## config.mk

```make
export PLATFORM = sky130hd
export DESIGN_NAME = sidelink_candidate_slot_finder_unit
export DESIGN_NICKNAME = d
export VERILOG_FILES = /design/src/design/slfd_pkg.sv /design/src/design/sidelink_candidate_slot_finder_unit.sv /design/src/design/slfd_queue.sv /design/src/design/slfd_front.sv /design/src/design/slfd_back.sv
export SDC_FILE = /design/constraint.sdc
export NUM_CORES = 2
export LEC_CHECK = 0
export BUFFER_PORTS_ARGS = -buffer_cell sky130_fd_sc_hd__buf_4
export CORE_MARGIN = 2
export CORE_UTILIZATION = 30
export CTS_CLUSTER_DIAMETER = 100
export DETAILED_ROUTE_END_ITERATION = 8
export PLACE_DENSITY = 0.46
export SLEW_MARGIN = 25
export SYNTH_ARGS = -nofsm -noshare
export SYNTH_HDL_FRONTEND = slang
export SYNTH_SLANG_ARGS = --single-unit
```

## constraint.sdc

```tcl
create_clock -name clk -period 35.5 [get_ports clk]
set_clock_uncertainty 0.1 [all_clocks]
set_input_delay 1.775 -clock clk [delete_from_list [all_inputs] [get_ports clk]]
set_output_delay 1.775 -clock clk [all_outputs]
set_load 0.05 [all_outputs]
```

## src/design/slfd_pkg.sv

```systemverilog
// Shared types, constants and a helper function for the sidelink slot finder.
package slfd_pkg;

    // Field widths fixed by the register map and the item format
    localparam int SLOT_W  = 64;
    localparam int NUM_W   = 3;
    localparam int T1_W    = 8;
    localparam int T2_W    = 11;
    localparam int LEN_W   = 8;
    localparam int BASE_W  = 7;
    localparam int T2MIN_W = BASE_W + (1 << NUM_W);
    localparam int OFF_W   = T2_W + 1;
    localparam int CNT_W   = $clog2(SLOT_W);
    localparam int BMP_W   = 64;
    localparam int BMP_BITS = 3 * BMP_W;

    // Stream payload layout
    localparam int IN_DATA_W = ((SLOT_W + NUM_W + T1_W + T2_W + 7) / 8) * 8;

    // Configuration port
    localparam int APB_DATA_W = 64;
    localparam int APB_ADDR_W = 6;
    localparam int REG_IDX_W  = 3;
    localparam logic [REG_IDX_W-1:0] REG_BMP0     = 3'd0;
    localparam logic [REG_IDX_W-1:0] REG_BMP1     = 3'd1;
    localparam logic [REG_IDX_W-1:0] REG_BMP2     = 3'd2;
    localparam logic [REG_IDX_W-1:0] REG_POOL_LEN = 3'd3;
    localparam logic [REG_IDX_W-1:0] REG_T2MIN    = 3'd4;

    localparam logic [LEN_W-1:0]  POOL_LEN_RST = 8'd10;
    localparam logic [BASE_W-1:0] T2MIN_RST    = 7'd1;

    // Defaults for the top-level parameters
    localparam int MAX_POOL_LEN_DEF = 192;
    localparam int MASK_BITS_DEF    = 64;
    localparam int MAX_WINDOW_DEF   = 2048;

    // Result limits and walk width
    localparam int MAX_RESULTS = 32;
    localparam int RES_CNT_W   = $clog2(MAX_RESULTS);
    localparam int LANES       = 8;
    localparam int QUEUE_DEPTH = 2;

    typedef enum logic [1:0] {
        JOB_OK,
        JOB_ERR,
        JOB_EMPTY
    } job_kind_t;

    typedef struct packed {
        job_kind_t         kind;
        logic [T1_W-1:0]   t1;
        logic [T2_W-1:0]   t2;
        logic [LEN_W-1:0]  pos;
        logic [LEN_W-1:0]  len;
    } job_t;

    // One restoring-division step: shift in a dividend bit, subtract if it fits.
    function automatic logic [LEN_W-1:0] mod_step(
        input logic [LEN_W-1:0] rem,
        input logic             din,
        input logic [LEN_W-1:0] len
    );
        logic [LEN_W:0] tmp;
        tmp = {rem, din};
        if (tmp >= {1'b0, len})
        begin
            tmp = tmp - {1'b0, len};
        end
        return tmp[LEN_W-1:0];
    endfunction

endpackage

```

## src/design/sidelink_candidate_slot_finder_unit.sv

```systemverilog
// Top level of the sidelink candidate slot finder: config registers and stream ports.
//
// Each request on the input stream carries a current absolute slot, a numerology and
// a selection window [t1, t2]. The block checks t2min = t2min_base << numerology
// against t2; if t2min is larger it returns one error result (tuser = 1, last).
// Otherwise it walks window slots over the periodic sidelink pool bitmap and returns
// one MASK_BITS-slot candidate mask per chunk, each tagged with its slot offset, at most
// 32 results, the final one with tlast; an empty window (t1 > t2) gives one empty
// last result. The front end computes the pool start position with a
// restoring divider that takes one bit of current_slot per cycle; a normal
// request then waits in the push state until the job queue has room (error and
// empty requests skip the divider and go from idle straight to the push state).
// The back end walks up to 8 bitmap positions per cycle while it builds a chunk,
// then loads the mask into the output register and holds it until it is taken.
// A two-entry job queue sits between the front and back ends, so the next request's
// modulo runs while the current window is still being emitted. Configuration goes
// through the APB port (64-bit data, register i at byte address 8*i) and may be
// written only while the block is idle. No clearing pass is needed after reset.
module sidelink_candidate_slot_finder_unit #(
    parameter int MAX_POOL_LEN = slfd_pkg::MAX_POOL_LEN_DEF,
    parameter int MASK_BITS    = slfd_pkg::MASK_BITS_DEF,
    parameter int MAX_WINDOW   = slfd_pkg::MAX_WINDOW_DEF
) (
    input  logic                               clk,
    input  logic                               rst_n,
    // Request stream
    input  logic                               s_axis_tvalid,
    output logic                               s_axis_tready,
    // tdata: current_slot[63:0], numerology[66:64], window_start[74:67],
    //        window_end[85:75], zero pad
    input  logic [slfd_pkg::IN_DATA_W-1:0]     s_axis_tdata,
    // Result stream
    output logic                               m_axis_tvalid,
    input  logic                               m_axis_tready,
    // tdata: chunk_offset[10:0], candidate_mask[MASK_BITS+10:11], zero pad
    output logic [((slfd_pkg::T2_W + MASK_BITS + 7) / 8) * 8 - 1:0] m_axis_tdata,
    // tuser: status
    output logic [0:0]                         m_axis_tuser,
    output logic                               m_axis_tlast,
    // Configuration port
    input  logic                               psel,
    input  logic                               penable,
    input  logic                               pwrite,
    input  logic [slfd_pkg::APB_ADDR_W-1:0]    paddr,
    input  logic [slfd_pkg::APB_DATA_W-1:0]    pwdata,
    output logic [slfd_pkg::APB_DATA_W-1:0]    prdata,
    output logic                               pready
);

    localparam int OUT_DATA_W = ((slfd_pkg::T2_W + MASK_BITS + 7) / 8) * 8;
    localparam int PAD_W      = OUT_DATA_W - slfd_pkg::T2_W - MASK_BITS;

    // Configuration registers
    logic [slfd_pkg::BMP_W-1:0]  bmp0_reg;
    logic [slfd_pkg::BMP_W-1:0]  bmp1_reg;
    logic [slfd_pkg::BMP_W-1:0]  bmp2_reg;
    logic [slfd_pkg::LEN_W-1:0]  pool_len_reg;
    logic [slfd_pkg::BASE_W-1:0] t2min_base_reg;

    logic [slfd_pkg::REG_IDX_W-1:0] reg_idx;
    logic                           cfg_write;

    // Queue hookup
    logic            q_push;
    slfd_pkg::job_t  q_push_job;
    logic            q_full;
    logic            q_pop;
    slfd_pkg::job_t  q_pop_job;
    logic            q_empty;

    // Result register contents
    logic                       res_status;
    logic [slfd_pkg::T2_W-1:0]  res_offset;
    logic [MASK_BITS-1:0]       res_mask;

    // Decode on the 8-byte register slot; low address bits are don't-care.
    assign reg_idx   = paddr[slfd_pkg::APB_ADDR_W-1:slfd_pkg::APB_ADDR_W-slfd_pkg::REG_IDX_W];
    assign pready    = 1'b1;
    assign cfg_write = psel && penable && pwrite && pready;

    always_ff @(posedge clk or negedge rst_n)
    begin
        if (!rst_n)
        begin
            bmp0_reg       <= '0;
            bmp1_reg       <= '0;
            bmp2_reg       <= '0;
            pool_len_reg   <= slfd_pkg::POOL_LEN_RST;
            t2min_base_reg <= slfd_pkg::T2MIN_RST;
        end
        else if (cfg_write)
        begin
            case (reg_idx)
                slfd_pkg::REG_BMP0:     bmp0_reg       <= pwdata;
                slfd_pkg::REG_BMP1:     bmp1_reg       <= pwdata;
                slfd_pkg::REG_BMP2:     bmp2_reg       <= pwdata;
                slfd_pkg::REG_POOL_LEN: pool_len_reg   <= pwdata[slfd_pkg::LEN_W-1:0];
                slfd_pkg::REG_T2MIN:    t2min_base_reg <= pwdata[slfd_pkg::BASE_W-1:0];
                default:                ;
            endcase
        end
    end

    // Read back the addressed register, zero for unused slots.
    always_comb
    begin
        case (reg_idx)
            slfd_pkg::REG_BMP0:     prdata = bmp0_reg;
            slfd_pkg::REG_BMP1:     prdata = bmp1_reg;
            slfd_pkg::REG_BMP2:     prdata = bmp2_reg;
            slfd_pkg::REG_POOL_LEN: prdata = slfd_pkg::APB_DATA_W'(pool_len_reg);
            slfd_pkg::REG_T2MIN:    prdata = slfd_pkg::APB_DATA_W'(t2min_base_reg);
            default:                prdata = '0;
        endcase
    end

    // Front end: classify the request and find its starting pool position.
    slfd_front #(
        .MAX_POOL_LEN (MAX_POOL_LEN),
        .MAX_WINDOW   (MAX_WINDOW)
    ) u_front (
        .clk         (clk),
        .rst_n       (rst_n),
        .in_valid    (s_axis_tvalid),
        .in_ready    (s_axis_tready),
        .in_data     (s_axis_tdata),
        .pool_length (pool_len_reg),
        .t2min_base  (t2min_base_reg),
        .push        (q_push),
        .push_job    (q_push_job),
        .full        (q_full)
    );

    // Job queue: lets the next modulo run while the walker still emits.
    slfd_queue u_queue (
        .clk      (clk),
        .rst_n    (rst_n),
        .push     (q_push),
        .push_job (q_push_job),
        .full     (q_full),
        .pop      (q_pop),
        .pop_job  (q_pop_job),
        .empty    (q_empty)
    );

    // Back end: walk the bitmap chunk by chunk and drive the result register.
    slfd_back #(
        .MASK_BITS (MASK_BITS)
    ) u_back (
        .clk        (clk),
        .rst_n      (rst_n),
        .bitmap     ({bmp2_reg, bmp1_reg, bmp0_reg}),
        .q_empty    (q_empty),
        .q_job      (q_pop_job),
        .q_pop      (q_pop),
        .out_valid  (m_axis_tvalid),
        .out_ready  (m_axis_tready),
        .out_status (res_status),
        .out_offset (res_offset),
        .out_mask   (res_mask),
        .out_last   (m_axis_tlast)
    );

    // Pack the result transaction: offset in the low bits, then the mask.
    always_comb
    begin
        m_axis_tdata = '0;
        m_axis_tdata[slfd_pkg::T2_W-1:0] = res_offset;
        m_axis_tdata[slfd_pkg::T2_W +: MASK_BITS] = res_mask;
    end

    assign m_axis_tuser = res_status;

    a_pad_zero: assert property (@(posedge clk) disable iff (!rst_n)
        m_axis_tvalid |-> (m_axis_tdata >> (slfd_pkg::T2_W + MASK_BITS)) == '0)
        else $error("result padding not zero");

    a_cfg_len: assert property (@(posedge clk) disable iff (!rst_n)
        (cfg_write && reg_idx == slfd_pkg::REG_POOL_LEN) |=>
        pool_len_reg == $past(pwdata[slfd_pkg::LEN_W-1:0]))
        else $error("pool length write lost");

    a_pad_width: assert property (@(posedge clk) disable iff (!rst_n)
        PAD_W >= 0 && PAD_W < 8)
        else $error("result packing width wrong");

endmodule

```

## src/design/slfd_queue.sv

```systemverilog
// Short job queue between the request front end and the chunk walker.
module slfd_queue (
    input  logic          clk,
    input  logic          rst_n,
    input  logic          push,
    input  slfd_pkg::job_t push_job,
    output logic          full,
    input  logic          pop,
    output slfd_pkg::job_t pop_job,
    output logic          empty
);

    localparam int PTR_W = $clog2(slfd_pkg::QUEUE_DEPTH);
    localparam int FILL_W = $clog2(slfd_pkg::QUEUE_DEPTH + 1);

    slfd_pkg::job_t     store_reg [slfd_pkg::QUEUE_DEPTH];
    logic [PTR_W-1:0]   wr_ptr_reg;
    logic [PTR_W-1:0]   rd_ptr_reg;
    logic [FILL_W-1:0]  fill_reg;
    logic               do_push;
    logic               do_pop;

    assign full    = (fill_reg == FILL_W'(slfd_pkg::QUEUE_DEPTH));
    assign empty   = (fill_reg == '0);
    assign do_push = push && !full;
    assign do_pop  = pop && !empty;
    assign pop_job = store_reg[rd_ptr_reg];

    always_ff @(posedge clk)
    begin
        if (do_push)
        begin
            store_reg[wr_ptr_reg] <= push_job;
        end
    end

    always_ff @(posedge clk or negedge rst_n)
    begin
        if (!rst_n)
        begin
            wr_ptr_reg <= '0;
            rd_ptr_reg <= '0;
            fill_reg   <= '0;
        end
        else
        begin
            if (do_push)
            begin
                wr_ptr_reg <= (wr_ptr_reg == PTR_W'(slfd_pkg::QUEUE_DEPTH - 1)) ?
                              '0 : wr_ptr_reg + 1'b1;
            end
            if (do_pop)
            begin
                rd_ptr_reg <= (rd_ptr_reg == PTR_W'(slfd_pkg::QUEUE_DEPTH - 1)) ?
                              '0 : rd_ptr_reg + 1'b1;
            end
            case ({do_push, do_pop})
                2'b10:   fill_reg <= fill_reg + 1'b1;
                2'b01:   fill_reg <= fill_reg - 1'b1;
                default: fill_reg <= fill_reg;
            endcase
        end
    end

    a_no_overflow: assert property (@(posedge clk) disable iff (!rst_n)
        full |=> (fill_reg == FILL_W'(slfd_pkg::QUEUE_DEPTH)) || $past(do_pop))
        else $error("queue fill dropped without a pop");

    a_fill_bound: assert property (@(posedge clk) disable iff (!rst_n)
        fill_reg <= FILL_W'(slfd_pkg::QUEUE_DEPTH))
        else $error("queue fill beyond depth");

    a_empty_hold: assert property (@(posedge clk) disable iff (!rst_n)
        (empty && !push) |=> empty)
        else $error("queue left empty without a push");

endmodule

```

## src/design/slfd_front.sv

```systemverilog
// Request front end: window checks and serial pool-position modulo.
module slfd_front #(
    parameter int MAX_POOL_LEN = slfd_pkg::MAX_POOL_LEN_DEF,
    parameter int MAX_WINDOW   = slfd_pkg::MAX_WINDOW_DEF
) (
    input  logic                              clk,
    input  logic                              rst_n,
    input  logic                              in_valid,
    output logic                              in_ready,
    input  logic [slfd_pkg::IN_DATA_W-1:0]    in_data,
    input  logic [slfd_pkg::LEN_W-1:0]        pool_length,
    input  logic [slfd_pkg::BASE_W-1:0]       t2min_base,
    output logic                              push,
    output slfd_pkg::job_t                    push_job,
    input  logic                              full
);

    typedef enum logic [1:0] {
        ST_IDLE,
        ST_DIVIDE,
        ST_PUSH
    } state_t;

    localparam int SLOT_W = slfd_pkg::SLOT_W;
    localparam int LEN_W  = slfd_pkg::LEN_W;
    localparam int T1_W   = slfd_pkg::T1_W;
    localparam int T2_W   = slfd_pkg::T2_W;
    localparam int NUM_W  = slfd_pkg::NUM_W;

    state_t                     state_reg;
    logic [slfd_pkg::CNT_W-1:0] cnt_reg;
    logic [SLOT_W-1:0]          cur_reg;
    logic [T1_W-1:0]            t1_shift_reg;
    logic [LEN_W-1:0]           rem_a_reg;
    logic [LEN_W-1:0]           rem_b_reg;
    slfd_pkg::job_t             job_reg;

    logic [SLOT_W-1:0]          in_cur;
    logic [NUM_W-1:0]           in_num;
    logic [T1_W-1:0]            in_t1;
    logic [T2_W-1:0]            in_t2;
    logic [slfd_pkg::T2MIN_W-1:0] t2min;
    logic [T2_W-1:0]            t2_sat;
    logic [LEN_W-1:0]           len_sat;
    logic                       accept;
    logic [LEN_W-1:0]           rem_a_next;
    logic [LEN_W:0]             pos_sum;
    logic [LEN_W-1:0]           pos_final;

    assign in_cur = in_data[SLOT_W-1:0];
    assign in_num = in_data[SLOT_W +: NUM_W];
    assign in_t1  = in_data[SLOT_W + NUM_W +: T1_W];
    assign in_t2  = in_data[SLOT_W + NUM_W + T1_W +: T2_W];

    assign in_ready = (state_reg == ST_IDLE);
    assign accept   = in_valid && in_ready;
    assign push     = (state_reg == ST_PUSH);
    assign push_job = job_reg;

    always_comb
    begin
        t2min = slfd_pkg::T2MIN_W'(t2min_base) << in_num;
        t2_sat = (in_t2 > T2_W'(MAX_WINDOW - 1)) ? T2_W'(MAX_WINDOW - 1) : in_t2;
        if (pool_length == '0)
        begin
            len_sat = LEN_W'(1);
        end
        else if (pool_length > LEN_W'(MAX_POOL_LEN))
        begin
            len_sat = LEN_W'(MAX_POOL_LEN);
        end
        else
        begin
            len_sat = pool_length;
        end
    end

    // Step the slot remainder; on the final step, fold the two partial remainders together.
    always_comb
    begin
        rem_a_next = slfd_pkg::mod_step(rem_a_reg, cur_reg[SLOT_W-1], job_reg.len);
        pos_sum    = {1'b0, rem_a_next} + {1'b0, rem_b_reg};
        pos_final  = (pos_sum >= {1'b0, job_reg.len}) ?
                     LEN_W'(pos_sum - {1'b0, job_reg.len}) : pos_sum[LEN_W-1:0];
    end

    always_ff @(posedge clk or negedge rst_n)
    begin
        if (!rst_n)
        begin
            state_reg <= ST_IDLE;
        end
        else
        begin
            case (state_reg)
                ST_IDLE:
                begin
                    if (accept)
                    begin
                        job_reg.t1   <= in_t1;
                        job_reg.t2   <= t2_sat;
                        job_reg.len  <= len_sat;
                        job_reg.pos  <= '0;
                        cur_reg      <= in_cur;
                        t1_shift_reg <= in_t1;
                        rem_a_reg    <= '0;
                        rem_b_reg    <= '0;
                        cnt_reg      <= '0;
                        if (t2min > slfd_pkg::T2MIN_W'(in_t2))
                        begin
                            job_reg.kind <= slfd_pkg::JOB_ERR;
                            state_reg    <= ST_PUSH;
                        end
                        else if (T2_W'(in_t1) > t2_sat)
                        begin
                            job_reg.kind <= slfd_pkg::JOB_EMPTY;
                            state_reg    <= ST_PUSH;
                        end
                        else
                        begin
                            job_reg.kind <= slfd_pkg::JOB_OK;
                            state_reg    <= ST_DIVIDE;
                        end
                    end
                end
                ST_DIVIDE:
                begin
                    rem_a_reg <= rem_a_next;
                    cur_reg   <= cur_reg << 1;
                    if (cnt_reg < slfd_pkg::CNT_W'(T1_W))
                    begin
                        rem_b_reg    <= slfd_pkg::mod_step(rem_b_reg, t1_shift_reg[T1_W-1],
                                                           job_reg.len);
                        t1_shift_reg <= t1_shift_reg << 1;
                    end
                    cnt_reg <= cnt_reg + 1'b1;
                    if (cnt_reg == slfd_pkg::CNT_W'(SLOT_W - 1))
                    begin
                        job_reg.pos <= pos_final;
                        state_reg   <= ST_PUSH;
                    end
                end
                ST_PUSH:
                begin
                    if (!full)
                    begin
                        state_reg <= ST_IDLE;
                    end
                end
                default:
                begin
                    state_reg <= ST_IDLE;
                end
            endcase
        end
    end

    a_rem_bound: assert property (@(posedge clk) disable iff (!rst_n)
        (state_reg == ST_DIVIDE) |-> (rem_a_reg < job_reg.len) && (rem_b_reg < job_reg.len))
        else $error("partial remainder not below pool length");

    a_pos_bound: assert property (@(posedge clk) disable iff (!rst_n)
        (push && job_reg.kind == slfd_pkg::JOB_OK) |-> (job_reg.pos < job_reg.len))
        else $error("pool position out of range");

    a_no_accept_busy: assert property (@(posedge clk) disable iff (!rst_n)
        (state_reg == ST_DIVIDE) |-> !in_ready)
        else $error("ready raised during modulo");

endmodule

```

## src/design/slfd_back.sv

```systemverilog
// Chunk walker: steps the pool bitmap and builds one candidate mask per chunk.
module slfd_back #(
    parameter int MASK_BITS = slfd_pkg::MASK_BITS_DEF
) (
    input  logic                          clk,
    input  logic                          rst_n,
    input  logic [slfd_pkg::BMP_BITS-1:0] bitmap,
    input  logic                          q_empty,
    input  slfd_pkg::job_t                q_job,
    output logic                          q_pop,
    output logic                          out_valid,
    input  logic                          out_ready,
    output logic                          out_status,
    output logic [slfd_pkg::T2_W-1:0]     out_offset,
    output logic [MASK_BITS-1:0]          out_mask,
    output logic                          out_last
);

    typedef enum logic [1:0] {
        ST_IDLE,
        ST_BUILD,
        ST_HOLD
    } state_t;

    localparam int OFF_W  = slfd_pkg::OFF_W;
    localparam int LEN_W  = slfd_pkg::LEN_W;
    localparam int LANES  = slfd_pkg::LANES;
    localparam int BIDX_W = (MASK_BITS > 1) ? $clog2(MASK_BITS) : 1;

    state_t                         state_reg;
    logic [slfd_pkg::T2_W-1:0]      t2_reg;
    logic [LEN_W-1:0]               len_reg;
    logic [OFF_W-1:0]               off_reg;
    logic [LEN_W-1:0]               pos_reg;
    logic [BIDX_W-1:0]              bidx_reg;
    logic [MASK_BITS-1:0]           mask_reg;
    logic [slfd_pkg::RES_CNT_W-1:0] n_reg;
    logic                           out_valid_reg;
    logic                           out_status_reg;
    logic [slfd_pkg::T2_W-1:0]      out_offset_reg;
    logic [MASK_BITS-1:0]           out_mask_reg;
    logic                           out_last_reg;

    logic [LANES-1:0]               lane_bits;
    logic [LEN_W-1:0]               pos_after;
    logic [MASK_BITS-1:0]           mask_after;
    logic                           chunk_done;
    logic                           final_chunk;

    assign q_pop      = (state_reg == ST_IDLE) && !q_empty;
    assign out_valid  = out_valid_reg;
    assign out_status = out_status_reg;
    assign out_offset = out_offset_reg;
    assign out_mask   = out_mask_reg;
    assign out_last   = out_last_reg;

    // Walk up to LANES pool positions; lanes past the chunk or window end hold pos.
    always_comb
    begin
        logic [OFF_W-1:0] idx;
        logic [LEN_W-1:0] p;
        logic [LEN_W:0]   p_inc;
        logic [OFF_W-1:0] next_idx;
        p = pos_reg;
        lane_bits = '0;
        p_inc = '0;
        for (int j = 0; j < LANES; j++)
        begin
            idx = OFF_W'(bidx_reg) + OFF_W'(j);
            if ((idx < OFF_W'(MASK_BITS)) && (off_reg + idx <= OFF_W'(t2_reg)))
            begin
                lane_bits[j] = bitmap[p];
                p_inc = {1'b0, p} + 1'b1;
                p = (p_inc >= {1'b0, len_reg}) ? '0 : p_inc[LEN_W-1:0];
            end
        end
        pos_after  = p;
        mask_after = mask_reg | (MASK_BITS'(lane_bits) << bidx_reg);
        next_idx   = OFF_W'(bidx_reg) + OFF_W'(LANES);
        chunk_done = (next_idx >= OFF_W'(MASK_BITS)) ||
                     (off_reg + next_idx > OFF_W'(t2_reg));
        final_chunk = (n_reg == slfd_pkg::RES_CNT_W'(slfd_pkg::MAX_RESULTS - 1)) ||
                      (off_reg + OFF_W'(MASK_BITS) > OFF_W'(t2_reg));
    end

    always_ff @(posedge clk or negedge rst_n)
    begin
        if (!rst_n)
        begin
            state_reg     <= ST_IDLE;
            out_valid_reg <= 1'b0;
        end
        else
        begin
            case (state_reg)
                ST_IDLE:
                begin
                    if (!q_empty)
                    begin
                        case (q_job.kind)
                            slfd_pkg::JOB_OK:
                            begin
                                t2_reg    <= q_job.t2;
                                len_reg   <= q_job.len;
                                off_reg   <= OFF_W'(q_job.t1);
                                pos_reg   <= q_job.pos;
                                bidx_reg  <= '0;
                                mask_reg  <= '0;
                                n_reg     <= '0;
                                state_reg <= ST_BUILD;
                            end
                            slfd_pkg::JOB_EMPTY:
                            begin
                                out_status_reg <= 1'b0;
                                out_offset_reg <= slfd_pkg::T2_W'(q_job.t1);
                                out_mask_reg   <= '0;
                                out_last_reg   <= 1'b1;
                                out_valid_reg  <= 1'b1;
                                state_reg      <= ST_HOLD;
                            end
                            default:
                            begin
                                out_status_reg <= 1'b1;
                                out_offset_reg <= '0;
                                out_mask_reg   <= '0;
                                out_last_reg   <= 1'b1;
                                out_valid_reg  <= 1'b1;
                                state_reg      <= ST_HOLD;
                            end
                        endcase
                    end
                end
                ST_BUILD:
                begin
                    mask_reg <= mask_after;
                    pos_reg  <= pos_after;
                    bidx_reg <= bidx_reg + BIDX_W'(LANES);
                    if (chunk_done)
                    begin
                        out_status_reg <= 1'b0;
                        out_offset_reg <= off_reg[slfd_pkg::T2_W-1:0];
                        out_mask_reg   <= mask_after;
                        out_last_reg   <= final_chunk;
                        out_valid_reg  <= 1'b1;
                        state_reg      <= ST_HOLD;
                    end
                end
                ST_HOLD:
                begin
                    if (out_ready)
                    begin
                        out_valid_reg <= 1'b0;
                        if (out_last_reg)
                        begin
                            state_reg <= ST_IDLE;
                        end
                        else
                        begin
                            off_reg   <= off_reg + OFF_W'(MASK_BITS);
                            n_reg     <= n_reg + 1'b1;
                            bidx_reg  <= '0;
                            mask_reg  <= '0;
                            state_reg <= ST_BUILD;
                        end
                    end
                end
                default:
                begin
                    state_reg <= ST_IDLE;
                end
            endcase
        end
    end

    a_error_shape: assert property (@(posedge clk) disable iff (!rst_n)
        (out_valid_reg && out_status_reg) |-> (out_last_reg && out_mask_reg == '0))
        else $error("error result not a single empty last result");

    a_pos_range: assert property (@(posedge clk) disable iff (!rst_n)
        (state_reg == ST_BUILD) |-> (pos_reg < len_reg))
        else $error("pool position out of range in walk");

    a_result_cap: assert property (@(posedge clk) disable iff (!rst_n)
        (out_valid_reg && n_reg == slfd_pkg::RES_CNT_W'(slfd_pkg::MAX_RESULTS - 1) &&
         state_reg == ST_HOLD && !out_status_reg) |-> out_last_reg)
        else $error("result count cap missed");

    a_valid_in_hold: assert property (@(posedge clk) disable iff (!rst_n)
        out_valid_reg |-> (state_reg == ST_HOLD))
        else $error("output valid outside hold");

endmodule
```

==> impl_summary.txt <==
----------------------------------------------------
[Cells and area]
  Area added between synthesis and finish ... 13.0%
  Nets@finish ... about 6k
  Most common library cell in the layout ignoring fill and taps ... nand2_1
  Share of cells above drive strength 1 ... a little under a fifth
  Most used cells in the layout excluding fill and tap cells ... nand2_1, mux2i_1, buf_4, edfxtp_1, nor2_1
  Flip-flop count of the largest register after layout ... 74

[Timing]
  Setup total negative slack ... 0 ns
  Max-Slew Margin vs Limit ... about 27%
  FMAX ... approximately 32 MHz
  Minimum clock period ... between 30 and 40 ns
  Count of final setup violators ... 0
  Unrepaired setup endpoints after global routing ... no
  Setup WS post-layout ... 4.19 ns
  Tightest hold margin ... approximately 0.34 ns
  Fin. max-slew vios ... 0
  Worst slew pin tran ... between 1 and 1.5 ns
  Period utilisation layout ... 88.2%
  Count of final hold-check violations ... 0

[GRT]
  Initial antenna violation count ... 12
  Largest net degree at the start of global routing ... between 100 and 150
  First-pass GRT wire length ... just over 300000 µm
  Gr ovfl total ... 0
  Via count of the first global-routing pass ... around 43k
  Total track usage ... about a quarter

[Die]
  Core Footprint ... between 0.15 and 0.2 mm²
  Die Y ... about 420 µm
  Total number of placement rows ... ~150
  Full die area ... approximately 0.17 mm²
  Starting Density ... 30.2%
  Width of the chip ... roughly 420 µm
  Number of top-level pins ... roughly 310

[CTS]
  Clock tree from TritonCTS ... done
  Clock transition at path regs ... roughly 0.06 ns
  Bufs on Longest Clock Path ... 3
  Maximum level of the CTS H-tree ... 3
  CTS sink count ... just over 600
  Clock root buffer master ... clkbuf_16
  Num CTS Buffers ... 75
  Cells resized by post-CTS repair ... 0
  Hold-fix buffers at CTS ... 0
  Setup bufs post-CTS ... 0
  Clock Latency Late Sink ... roughly 0.73 ns

[Placed design]
  HPWL Detailed ... around 150000 µm
  Final Wtd Congestion ... 0.961
  Number of input and output port buffers inserted ... a little over 300
  Place WS ... between 4 and 5 ns

[Worst setup path]
  Most common cell type on the critical path ... ha_1
  Critical setup path kind ... flip-flop to flip-flop
  Worst path top cell family by delay ... compound AO/OA/AOI/OAI gates
  Worst Path Max Fanout ... 70
  Peak per-stage delay on the critical path ... a little over 0.9 ns
  Slowest library cell on the worst path ... nor4_4
  Setup crit end kind ... flip-flop
  Buffers plus inverters on the worst setup path ... 13
  Category of the worst setup path launch point ... flip-flop
  Required time at the endpoint of the critical path ... 35.95 ns
  Arrival time worst endpoint ... 31.77 ns

[Yosys]
  Mean instance size in the synthesized netlist ... between 9 and 10 µm²
  Count of flip-flops with a built-in enable after synthesis ... slightly below 400
  Post-synth cell types ... approximately 130
  Post-Syn Area ... slightly above 0.05 mm²
  Flip-flop cell with the highest count after synthesis ... edfxtp_1
  Share of synthesized registers carrying an async set or reset ... between 30% and 40%
  Sequential element share of the synthesized area ... between 30% and 40%
  Flip-flop and latch count after synthesis ... ~610
  Gate Count Post-Synth ... between 5k and 6k
  Yosys synthesis warning count ... 0

[Drt]
  DRC violations left ... 0
  Routed length on met1 ... about 94000 µm
  Average wire length per cell after detail routing ... ~27 µm
  Routed length on met2 ... between 90000 and 100000 µm
  Wire length reported by the detailed router ... 210000 µm
  Antenna-violating nets left ... 0
  Via-per-instance ratio ... 5.75
  Top routing layer in use ... met5
  Iteration-0 DRC count of the detailed router ... roughly 4.3k
  Total number of vias ... roughly 45k
  Wire length on met3 ... 15700 µm
  Detailed-router iteration count before antenna repair ... 6

[Outcome]
  Run status ... completed

[Hold path]
  Type of the worst min-delay path ... flip-flop to flip-flop

[Job]
  MaxCap Viol Count ... 0

----------------------------------------------------
-- cell families after synthesis --
kind of cell	share of synthesized area [%]
mux	19.8
flops	33.6
xor+xnor	2.68
other cells	0.0147
compound gates	16.5
buf+inv	5.61
fa+ha+maj	6.11
simple gates	15.7
-- metal layers --
metal	GRT usage, %	vias to the layer above
li1	-	20401
met1	32.5	22378
met2	36.1	1739
met3	4.52	341
met4	7.96	14
met5	0	-
-- Yosys cell counts (all sizes together) (46+ instances only) --
cell / instances / area (µm²)
nor2: 391 / 1500
a211oi: 181 / 1390
xnor2: 108 / 987
nand2b: 47 / 294
inv: 120 / 450
a311oi: 76 / 672
a21o: 59 / 444
nand3: 151 / 768
mux2: 299 / 3370
buf: 135 / 684
and2: 46 / 290
o21ai: 165 / 833
mux4: 64 / 1440
ha: 239 / 2990
edfxtp: 393 / 11800
mux2i: 531 / 5340
dfrtp: 213 / 5330
a21oi: 274 / 1380
nor2b: 92 / 576
clkbuf: 455 / 1710
and3: 97 / 607
nand2: 803 / 3020
o211ai: 50 / 408
nor3: 60 / 315
a31oi: 119 / 787
-- worst paths after layout --
kind | startpoint | to | slack (ns) | depth (start not counted)
setup reg to reg | u_back.bidx_reg[3] | u_back.out_mask[63] | 4.19 | 104
hold reg to reg | u_front.push_job[31] | u_queue.store_reg[0][31] | 0.34 | 0
min in group asynchronous | rst_n | u_front.state_reg[0] | 0.87 | 1
setup / recovery | u_back.bidx_reg[3] | u_back.out_mask[63] | 4.19 | 104
hold / removal | u_front.push_job[31] | u_queue.store_reg[0][31] | 0.34 | 0
max in group asynchronous | rst_n | bmp2_reg[22] | 32.91 | 3
-- stage by stage --
step | util, % | cell area, µm² | instances
floorplan | - | 51200 | 5605
global placement | 32.6 | 55200 | 7658
detailed placement | 32.6 | 55300 | 7661
CTS | 34.1 | 57800 | 7800
global route | 34.2 | 57900 | 7802
finish | 34.2 | 57900 | 7803
-- worst register-to-register path: cells and delay by family, from the launching register on --
kind | cells | cell delay [ns]
fa+ha+maj | 14 | 5.02
xor+xnor | 5 | 0.97
compound gates | 38 | 9.72
buf+inv | 13 | 4.89
flops | 1 | 0.56
mux | 2 | 0.43
simple gates | 32 | 9.50
-- area by class of cell --
cell class / count / area [µm²]
fill: 17343 / 112000
inverter: 127 / 479
clock inverter: 45 / 563
sequential: 609 / 17200
antenna: 2 / 5.00
clock buffer: 94 / 2030
tap: 2218 / 2780
timing repair buffer: 429 / 3320
multi-input combinational: 4279 / 31500
Power is not shown: default switching activity piles up to over one toggle a cycle in this logic, so the estimate is an artifact.
